==> src/hw/rtl/ffha_pkg.sv <==
// Shared types, constants and command codes of the first-fit heap allocator.
`timescale 1ns / 1ps
`default_nettype none
package ffha_pkg;
   localparam int HEAP_BYTES   = 4194304;
   localparam int MAX_BLOCKS   = 64;
   localparam int HEADER_BYTES = 16;
   localparam int ADDR_W = 22;
   localparam int SIZE_W = 23;
   localparam int IDX_W  = $clog2(MAX_BLOCKS);
   localparam int CNT_W  = IDX_W + 1;
   localparam int ALIGN_MASK    = 7;
   localparam int MIN_REMAINDER = 8;

   localparam logic [1:0] STATUS_OK      = 2'd0;
   localparam logic [1:0] STATUS_OOM     = 2'd1;
   localparam logic [1:0] STATUS_UNKNOWN = 2'd2;
   localparam logic       FUNC_ALLOC     = 1'b0;
   localparam logic       FUNC_FREE      = 1'b1;

   typedef struct packed {
      logic              func;
      logic [SIZE_W-1:0] alloc_size;
      logic [ADDR_W-1:0] free_address;
   } req_type;

   typedef struct packed {
      logic [ADDR_W-1:0] address;
      logic [1:0]        status;
   } rsp_type;

   typedef struct packed {
      logic [ADDR_W-1:0] start;
      logic [ADDR_W-1:0] size;
      logic              free;
   } entry_type;

   typedef enum logic [3:0] {
      OP_NOP, OP_ACCEPT, OP_READ, OP_SCAN, OP_FAIL, OP_SHIFT_START, OP_SHIFT_WR,
      OP_SPLIT_LO, OP_SPLIT_HI, OP_MARK, OP_MERGE_START, OP_MERGE_LOAD,
      OP_MERGE_STEP, OP_MERGE_END, OP_PUBLISH
   } dp_op_type;

   typedef struct packed {
      logic req_null;
      logic is_free;
      logic hit;
      logic last;
      logic can_split;
      logic shift_needed;
      logic shift_done;
      logic single;
      logic rsp_busy;
   } dp_status_type;

   typedef enum logic [4:0] {
      ST_IDLE, ST_RD, ST_EV, ST_FAIL, ST_ADEC, ST_SH_RD, ST_SH_WR, ST_SPLIT_LO,
      ST_SPLIT_HI, ST_M_INIT, ST_M_RD0, ST_M_LD, ST_M_RD, ST_M_EV, ST_M_END, ST_DONE
   } state_type;
endpackage
`default_nettype wire

==> src/hw/rtl/ffha_datapath.sv <==
// Block table memory, scan and merge registers, and response register.
`timescale 1ns / 1ps
`default_nettype none
module ffha_datapath (
   input  wire                   clock,
   input  wire                   reset,
   input  ffha_pkg::dp_op_type   op,
   input  ffha_pkg::req_type     req_data,
   output ffha_pkg::dp_status_type status,
   output logic                  rsp_valid,
   input  wire                   rsp_ready,
   output ffha_pkg::rsp_type     rsp_data
);
   import ffha_pkg::*;

   localparam logic [ADDR_W-1:0] HDR = ADDR_W'(HEADER_BYTES);
   localparam entry_type INIT_ENTRY = '{start: '0,
      size: ADDR_W'(HEAP_BYTES - HEADER_BYTES), free: 1'b1};

   entry_type mem [MAX_BLOCKS];
   entry_type rdata_ff, acc_ff, acc_in, eff, wd;
   req_type   req_ff;
   rsp_type   res_ff, res_in, rsp_ff;
   logic [SIZE_W:0]  need_ff;
   logic [IDX_W-1:0] idx_ff, idx_in, hit_ff, hit_in, w_ff, w_in, wa;
   logic [CNT_W-1:0] cnt_ff, cnt_in;
   logic             rsp_valid_ff, we;
   logic [SIZE_W:0]  need_calc;
   logic             merge_ok;

   assign need_calc = ({1'b0, req_data.alloc_size} + (SIZE_W+1)'(ALIGN_MASK))
                      & ~(SIZE_W+1)'(ALIGN_MASK);
   assign eff = '{start: rdata_ff.start, size: rdata_ff.size,
                  free: rdata_ff.free | (idx_ff == hit_ff)};
   assign merge_ok = acc_ff.free && eff.free;

   always_comb begin
      status.req_null = (req_data.func == FUNC_FREE) && (req_data.free_address == '0);
      status.is_free  = (req_ff.func == FUNC_FREE);
      if (req_ff.func == FUNC_FREE) begin
         status.hit = ({1'b0, rdata_ff.start} + (ADDR_W+1)'(HEADER_BYTES))
                      == {1'b0, req_ff.free_address};
      end else begin
         status.hit = rdata_ff.free && ({2'b0, rdata_ff.size} >= need_ff);
      end
      status.last  = ({1'b0, idx_ff} + CNT_W'(1)) == cnt_ff;
      status.can_split = ({2'b0, acc_ff.size} >=
                          need_ff + (SIZE_W+1)'(HEADER_BYTES + MIN_REMAINDER))
                         && (cnt_ff != CNT_W'(MAX_BLOCKS));
      status.shift_needed = ({1'b0, hit_ff} + CNT_W'(1)) < cnt_ff;
      status.shift_done   = idx_ff == (hit_ff + IDX_W'(1));
      status.single       = cnt_ff == CNT_W'(1);
      status.rsp_busy     = rsp_valid_ff && !rsp_ready;
   end

   always_comb begin
      idx_in = idx_ff;
      hit_in = hit_ff;
      w_in   = w_ff;
      cnt_in = cnt_ff;
      acc_in = acc_ff;
      res_in = res_ff;
      we     = 1'b0;
      wa     = hit_ff;
      wd     = acc_ff;
      unique case (op)
         OP_ACCEPT: begin
            idx_in = '0;
            res_in = '{address: '0, status: STATUS_OK};
         end
         OP_SCAN: begin
            if (status.hit) begin
               hit_in = idx_ff;
               acc_in = rdata_ff;
            end else begin
               idx_in = idx_ff + IDX_W'(1);
            end
         end
         OP_FAIL: begin
            res_in.status = (req_ff.func == FUNC_FREE) ? STATUS_UNKNOWN : STATUS_OOM;
         end
         OP_SHIFT_START: idx_in = IDX_W'(cnt_ff - CNT_W'(1));
         OP_SHIFT_WR: begin
            we = 1'b1;
            wa = idx_ff + IDX_W'(1);
            wd = rdata_ff;
            idx_in = idx_ff - IDX_W'(1);
         end
         OP_SPLIT_LO: begin
            we = 1'b1;
            wd = '{start: acc_ff.start, size: need_ff[ADDR_W-1:0], free: 1'b0};
            res_in.address = acc_ff.start + HDR;
         end
         OP_SPLIT_HI: begin
            we = 1'b1;
            wa = hit_ff + IDX_W'(1);
            wd = '{start: acc_ff.start + HDR + need_ff[ADDR_W-1:0],
                   size: acc_ff.size - need_ff[ADDR_W-1:0] - HDR, free: 1'b1};
            cnt_in = cnt_ff + CNT_W'(1);
            res_in.address = acc_ff.start + HDR;
         end
         OP_MARK: begin
            we = 1'b1;
            wd = '{start: acc_ff.start, size: acc_ff.size, free: 1'b0};
            res_in.address = acc_ff.start + HDR;
         end
         OP_MERGE_START: begin
            idx_in = '0;
            w_in   = '0;
         end
         OP_MERGE_LOAD: begin
            acc_in = eff;
            idx_in = idx_ff + IDX_W'(1);
         end
         OP_MERGE_STEP: begin
            idx_in = idx_ff + IDX_W'(1);
            if (merge_ok) begin
               acc_in.size = acc_ff.size + HDR + eff.size;
            end else begin
               we     = 1'b1;
               wa     = w_ff;
               w_in   = w_ff + IDX_W'(1);
               acc_in = eff;
            end
         end
         OP_MERGE_END: begin
            we     = 1'b1;
            wa     = w_ff;
            cnt_in = {1'b0, w_ff} + CNT_W'(1);
         end
         OP_NOP, OP_READ, OP_PUBLISH: begin
         end
         default: begin
         end
      endcase
   end

   always_ff @(posedge clock) begin
      if (reset) begin
         mem[0] <= INIT_ENTRY;
      end else if (we) begin
         mem[wa] <= wd;
      end
      if (op == OP_READ) begin
         rdata_ff <= mem[idx_ff];
      end
   end

   always_ff @(posedge clock) begin
      if (reset) begin
         cnt_ff       <= CNT_W'(1);
         rsp_valid_ff <= 1'b0;
      end else begin
         cnt_ff <= cnt_in;
         if (op == OP_PUBLISH) begin
            rsp_valid_ff <= 1'b1;
         end else if (rsp_ready) begin
            rsp_valid_ff <= 1'b0;
         end
      end
      idx_ff <= idx_in;
      hit_ff <= hit_in;
      w_ff   <= w_in;
      acc_ff <= acc_in;
      res_ff <= res_in;
      if (op == OP_ACCEPT) begin
         req_ff  <= req_data;
         need_ff <= need_calc;
      end
      if (op == OP_PUBLISH) begin
         rsp_ff <= res_ff;
      end
   end

   assign rsp_valid = rsp_valid_ff;
   assign rsp_data  = rsp_ff;

   a_cnt_range: assert property (@(posedge clock) disable iff (reset)
      cnt_ff != '0 && cnt_ff <= CNT_W'(MAX_BLOCKS))
      else $error("block count out of range");
   a_write_bound: assert property (@(posedge clock) disable iff (reset)
      we |-> ({1'b0, wa} <= cnt_ff))
      else $error("table write beyond the live entries");
   a_publish_free: assert property (@(posedge clock) disable iff (reset)
      op == OP_PUBLISH |-> !status.rsp_busy)
      else $error("response overwritten before transfer");
endmodule
`default_nettype wire

==> src/hw/rtl/ffha_ctrl.sv <==
// Sequencer for scan, split, shift and merge of the block table.
`timescale 1ns / 1ps
`default_nettype none
module ffha_ctrl (
   input  wire                     clock,
   input  wire                     reset,
   input  wire                     req_valid,
   output logic                    req_ready,
   input  ffha_pkg::dp_status_type status,
   output ffha_pkg::dp_op_type     op
);
   import ffha_pkg::*;

   state_type state_ff, state_in;

   always_ff @(posedge clock) begin
      if (reset) begin
         state_ff <= ST_IDLE;
      end else begin
         state_ff <= state_in;
      end
   end

   always_comb begin
      state_in  = state_ff;
      op        = OP_NOP;
      req_ready = 1'b0;
      unique case (state_ff)
         ST_IDLE: begin
            req_ready = 1'b1;
            if (req_valid) begin
               op       = OP_ACCEPT;
               state_in = status.req_null ? ST_DONE : ST_RD;
            end
         end
         ST_RD: begin
            op       = OP_READ;
            state_in = ST_EV;
         end
         ST_EV: begin
            op = OP_SCAN;
            if (status.hit) begin
               state_in = status.is_free ? ST_M_INIT : ST_ADEC;
            end else begin
               state_in = status.last ? ST_FAIL : ST_RD;
            end
         end
         ST_FAIL: begin
            op       = OP_FAIL;
            state_in = ST_DONE;
         end
         ST_ADEC: begin
            if (status.can_split) begin
               if (status.shift_needed) begin
                  op       = OP_SHIFT_START;
                  state_in = ST_SH_RD;
               end else begin
                  state_in = ST_SPLIT_LO;
               end
            end else begin
               op       = OP_MARK;
               state_in = ST_DONE;
            end
         end
         ST_SH_RD: begin
            op       = OP_READ;
            state_in = ST_SH_WR;
         end
         ST_SH_WR: begin
            op       = OP_SHIFT_WR;
            state_in = status.shift_done ? ST_SPLIT_LO : ST_SH_RD;
         end
         ST_SPLIT_LO: begin
            op       = OP_SPLIT_LO;
            state_in = ST_SPLIT_HI;
         end
         ST_SPLIT_HI: begin
            op       = OP_SPLIT_HI;
            state_in = ST_DONE;
         end
         ST_M_INIT: begin
            op       = OP_MERGE_START;
            state_in = ST_M_RD0;
         end
         ST_M_RD0: begin
            op       = OP_READ;
            state_in = ST_M_LD;
         end
         ST_M_LD: begin
            op       = OP_MERGE_LOAD;
            state_in = status.single ? ST_M_END : ST_M_RD;
         end
         ST_M_RD: begin
            op       = OP_READ;
            state_in = ST_M_EV;
         end
         ST_M_EV: begin
            op       = OP_MERGE_STEP;
            state_in = status.last ? ST_M_END : ST_M_RD;
         end
         ST_M_END: begin
            op       = OP_MERGE_END;
            state_in = ST_DONE;
         end
         ST_DONE: begin
            if (!status.rsp_busy) begin
               op       = OP_PUBLISH;
               state_in = ST_IDLE;
            end
         end
         default: state_in = ST_IDLE;
      endcase
   end

   a_ready_idle: assert property (@(posedge clock) disable iff (reset)
      req_ready |-> state_ff == ST_IDLE)
      else $error("request taken outside idle");
   a_accept_leaves: assert property (@(posedge clock) disable iff (reset)
      req_valid && req_ready |=> state_ff != ST_IDLE)
      else $error("accepted request not started");
   a_publish_idle: assert property (@(posedge clock) disable iff (reset)
      op == OP_PUBLISH |=> state_ff == ST_IDLE)
      else $error("publish did not return to idle");
endmodule
`default_nettype wire

==> src/hw/rtl/first_fit_heap_allocator_core.sv <==
// Top level of the first-fit heap allocator: sequencer plus table datapath.
`timescale 1ns / 1ps
`default_nettype none
// First-fit heap allocator over a 64-entry address-ordered block table held in a
// single-port-write, registered-read memory. Each request is one transfer in and
// one transfer out. The scan reads and then evaluates each entry visited, a split
// reads and writes each entry shifted up, and a free runs a compacting merge pass
// over every live entry; a null free skips the table. No clearing pass is needed
// after reset. A finished response waits in an output register while the next
// request is taken.
module first_fit_heap_allocator_core (
   input  wire                 clock,
   input  wire                 reset,
   input  wire                 req_valid,
   output logic                req_ready,
   input  ffha_pkg::req_type   req_data,
   output logic                rsp_valid,
   input  wire                 rsp_ready,
   output ffha_pkg::rsp_type   rsp_data
);
   import ffha_pkg::*;

   dp_op_type     op;
   dp_status_type status;

   ffha_ctrl u_ctrl (
      .clock     (clock),
      .reset     (reset),
      .req_valid (req_valid),
      .req_ready (req_ready),
      .status    (status),
      .op        (op)
   );

   ffha_datapath u_datapath (
      .clock     (clock),
      .reset     (reset),
      .op        (op),
      .req_data  (req_data),
      .status    (status),
      .rsp_valid (rsp_valid),
      .rsp_ready (rsp_ready),
      .rsp_data  (rsp_data)
   );
endmodule
`default_nettype wire
==> config.mk <==
export PLATFORM = sky130hd
export DESIGN_NAME = first_fit_heap_allocator_core
export DESIGN_NICKNAME = d
export VERILOG_FILES = /design/src/hw/rtl/ffha_pkg.sv /design/src/hw/rtl/ffha_datapath.sv /design/src/hw/rtl/ffha_ctrl.sv /design/src/hw/rtl/first_fit_heap_allocator_core.sv
export SDC_FILE = /design/constraint.sdc
export NUM_CORES = 2
export LEC_CHECK = 0
export BUFFER_PORTS_ARGS = -buffer_cell sky130_fd_sc_hd__buf_4
export CORE_AREA = 2 2 479 481
export DETAILED_ROUTE_END_ITERATION = 10
export DIE_AREA = 0 0 481 483
export MAX_ROUTING_LAYER = met4
export PLACE_DENSITY = 0.7
export SYNTH_ARGS = -nofsm -noshare
export SYNTH_HDL_FRONTEND = slang
export SYNTH_SLANG_ARGS = --single-unit
==> constraint.sdc <==
create_clock -name clock -period 6.8 [get_ports clock]
set_input_delay 1.02 -clock clock [delete_from_list [all_inputs] [get_ports clock]]
set_output_delay 1.02 -clock clock [all_outputs]
set_load 0.01 [all_outputs]
==> reports/results.txt <==
Fin worst setup slack: 0.876 ns
Setup violators final: 0
Net count after synthesis: 5891
Num CTS Buffers: 327
Detailed Routing Iterations Pass 1: 6
Final clock period utilization by the worst path: 87.1%
Timing endpoint of the critical path: u_datapath.mem[3][19]
Clock Skews: 0.0462 ns
Max Used Layer: met4
Reg2reg setup slack: 0.88 ns
Floorplan core area: 227000 µm²
Launch point of the worst reg-to-reg path: u_datapath.need_ff[4]
Terminus of the critical flop-to-flop path: u_datapath.mem[3][19]
GR Overflow Total: 0
Data arrival time at the worst-slack endpoint: 6.47 ns
Power Dens Cells: 413 nW/µm²
TritonCTS Sinks: 3092
Vias: 61819
Flop pwr share: 39.8%
Share of power burned in the clock network: 29.2%
Maximum number of pins on one net before global-route repair: 143
Required time of the critical path: 7.34 ns
Wire length of the first global-routing pass: 449000 µm
Horizontal die dimension: 481 µm
Most repeated cell in the gate-level netlist after synthesis: sky130_fd_sc_hd__edfxtp_1
Source-to-sink clock delay at the later pin of the worst-skew pair: 0.95 ns
Max Transition Viols Final: 0
Portion of total power attributed to combinational logic: 31.0%
H-tree depth: 5
Post-CTS resize count: 0
Number of rows in the core area: 175
Timing startpoint of the critical path: u_datapath.need_ff[4]
Initial cell density of the core: 54.8%
EDFF count, synth: 3080
Placer congestion estimate: 0.949
Largest fanout on the critical path: 41
Initial antenna violation count: 25
Cell leakage power: 44.4 nW
Detail-routed via count per cell: 6.66
Net switching power: 18.3 mW
Critical path start-end classification: reg2reg
Yosys warning total: 0
Setup repair after global routing missed its margin: no
# Post-CTS Setup Buffers: 0
Most used flip-flop cell after synthesis: sky130_fd_sc_hd__edfxtp_1
Classification of the worst-slack hold path: in2reg
Layout cell share with drive strength beyond 1: 28.5%
Total negative slack for setup checks: 0 ns
Count of maximum capacitance violations: 0
Detail Route met3 WL: 33000 µm
Die span in y: 483 µm
Switching power as a share of total power: 31.4%
Ports placed on the boundary: 76
Sequential fraction of the synthesis area: 74.6%
Async set-reset flop share out of synthesis: 0%
VDD IR-drop max: 413 µV
Drc violations: 0
Area fraction of the dominant cell type after synthesis: 74.4%
Number of fillers in the final layout: 15107
Post-Syn Instances: 5690
Final routed wire length divided by cell count: 33.6 µm
Critical Path End Type: flop
M1 WL: 123000 µm
DPL Wire Length: 190000 µm
Number of nets at the end of the flow: 6238
Average instance area after synthesis: 21.9 µm²
Violation count after the first detailed-route iteration: 9588
Vias in the first global route: 60340
Leading post-synthesis cells by instance count: sky130_fd_sc_hd__edfxtp_1, sky130_fd_sc_hd__mux4_2, sky130_fd_sc_hd__clkbuf_1
Minimum setup slack after placement: 0.910 ns
Worst-case clock buffer depth: 4
Hold Fails Final Rpt: 0
CTS clk-pin slew, worst paths: 0.07 ns
Kind of start point of the critical path: flop
Clock tree from TritonCTS: done
Cell taking the most area after synthesis: sky130_fd_sc_hd__edfxtp_1
Number of nets with antenna violations after routing: 0
Buffers added on ports: 75
Library cell used as clock root buffer: sky130_fd_sc_hd__clkbuf_16
Unique masters post-synth: 79
Worst Reg-to-Reg Cells: 18
Result of the run: finished, final reports clean
Global routing usage summed across all routing layers: 27.9%
Worst slew margin relative to its limit: 16.8%
Netlist Area Pre-Place: 124000 µm²
CTS Hold Bufs: 0
Number of flip-flops and latches in the synthesized netlist: 3092
Power Internal: 39.8 mW
Peak clock frequency supported by timing: 169 MHz
Die Outline Area: 232000 µm²
Least-Margin Pin Slew: 1.25 ns
Total met2 wirelength after detailed routing: 148000 µm
Area growth from synthesis to layout: 13.3%
Detailed-route wire length: 313000 µm
Final critical path time including I/O delays and setup: 5.92 ns
Cell types with the largest area share after synthesis: sky130_fd_sc_hd__edfxtp_1, sky130_fd_sc_hd__mux4_2, sky130_fd_sc_hd__ha_1
-- state kept, by name, summed over array words and instances (netlist names), 6 cells and up --
name / flops
u_datapath.hit_ff: 6
u_datapath.rsp_data: 24
u_datapath.req_ff: 22
u_datapath.acc_ff: 45
u_datapath.need_ff: 21
u_datapath.cnt_ff: 7
u_datapath.w_ff: 6
u_datapath.idx_ff: 6
u_datapath.res_ff: 24
u_datapath.eff: 44
u_datapath.mem: 2880
-- cell type report --
cell class | count | area (µm²) | share of cell area (%)
Clock inverter | 170 | 1540 | 1.09
Tap cell | 3009 | 3760 | 2.67
Multi-Input combinational cell | 2206 | 30900 | 21.9
Clock buffer | 391 | 8500 | 6.03
Sequential cell | 3092 | 92700 | 65.8
Antenna cell | 10 | 25.0 | 0.0178
Inverter | 117 | 439 | 0.312
Timing Repair Buffer | 293 | 2930 | 2.08
-- per-layer routing --
metal  GRT usage [%]  up-vias
met5               -        -
met4            6.85        0
met3            5.50      455
met2            41.4     3718
met1            40.5    32841
li1                -    24805
-- through the flow --
step / hold WS (ns) / utilization, % / cell area (µm²) / std cells / total power [mW]
6_report: 0.288 / 62.1 / 141000 / 9288 / 58.1
5_1_grt: 0.256 / 62.1 / 141000 / 9286 / 60.0
4_1_cts: 0.235 / 62.1 / 141000 / 9278 / 58.3
3_5_place_dp: 0.410 / 57.6 / 131000 / 8717 / 41.4
3_3_place_gp: 0.401 / 57.6 / 131000 / 8717 / 41.2
2_1_floorplan: 0.400 / - / 124000 / 5690 / 34.6
-- critical path, cell delays in order, from the launching register on --
cell,delay [ns]
sky130_fd_sc_hd__edfxtp_1,0.50
sky130_fd_sc_hd__inv_1,0.15
sky130_fd_sc_hd__ha_1,0.24
sky130_fd_sc_hd__nand2b_1,0.20
sky130_fd_sc_hd__nor4_4,0.34
sky130_fd_sc_hd__nand3_1,0.14
sky130_fd_sc_hd__xnor2_1,0.16
sky130_fd_sc_hd__ha_1,0.29
sky130_fd_sc_hd__a211o_1,0.30
sky130_fd_sc_hd__o211ai_1,0.11
sky130_fd_sc_hd__a21oi_1,0.10
sky130_fd_sc_hd__a2111o_1,0.34
sky130_fd_sc_hd__o211a_1,0.27
sky130_fd_sc_hd__nand2b_1,0.22
sky130_fd_sc_hd__a31o_4,0.33
sky130_fd_sc_hd__or4b_1,0.73
sky130_fd_sc_hd__buf_12,0.24
sky130_fd_sc_hd__nor2_4,0.17
sky130_fd_sc_hd__buf_4,0.57
-- placed cells by master (no fill, tap or decap), types with 87 or more instances in the layout --
cell type,Yosys,final
sky130_fd_sc_hd__buf_4,1,235
sky130_fd_sc_hd__nand2_1,124,124
sky130_fd_sc_hd__inv_1,116,116
sky130_fd_sc_hd__ha_1,149,149
sky130_fd_sc_hd__xnor2_1,107,107
sky130_fd_sc_hd__mux4_2,945,945
sky130_fd_sc_hd__clkbuf_16,0,330
sky130_fd_sc_hd__edfxtp_1,3080,3080
sky130_fd_sc_hd__o21ai_0,88,87
sky130_fd_sc_hd__nor2_1,152,89
-- cells by family (layout without fill, tap and decap cells) --
family                     after synthesis  count (layout)  synth area share (%)
muxes                                  952             952                  17.2
adders and majority gates              151             151                  1.53
buffers and inverters                  392             971                  1.22
and+or+nand+nor                        532             532                  2.14
xor gates and xnor gates               168             168                  1.18
AOI/OAI and AO/OA                      403             403                  2.17
other                                    0              10                     0
DFF                                   3092            3092                  74.6
-- power by group through the flow --
stage | registers, mW | logic [mW] | clock network, mW
after floorplan | 23.2 | 11.3 | 0
after global placement | 23.5 | 17.8 | 0
after detailed placement | 23.5 | 17.9 | 0
after CTS | 23.1 | 18.0 | 17.2
after global routing | 23.1 | 18.9 | 17.9
final | 23.1 | 18.0 | 17.0
-- worst min path at each step --
stage | from | endpoint | slack [ns] | depth (start not counted)
final | req_data[2] | u_datapath.req_ff[2] | 0.29 | 1
after global routing | req_data[20] | u_datapath.req_ff[20] | 0.26 | 1
after CTS | req_data[16] | u_datapath.req_ff[16] | 0.23 | 1
after detailed placement | u_datapath.res_ff[14] | u_datapath.rsp_data[14] | 0.41 | 0
after global placement | u_datapath.res_ff[1] | u_datapath.rsp_data[1] | 0.40 | 0
after floorplan | u_datapath.res_ff[0] | u_datapath.rsp_data[0] | 0.40 | 0
(Power assumes the default switching activity.)
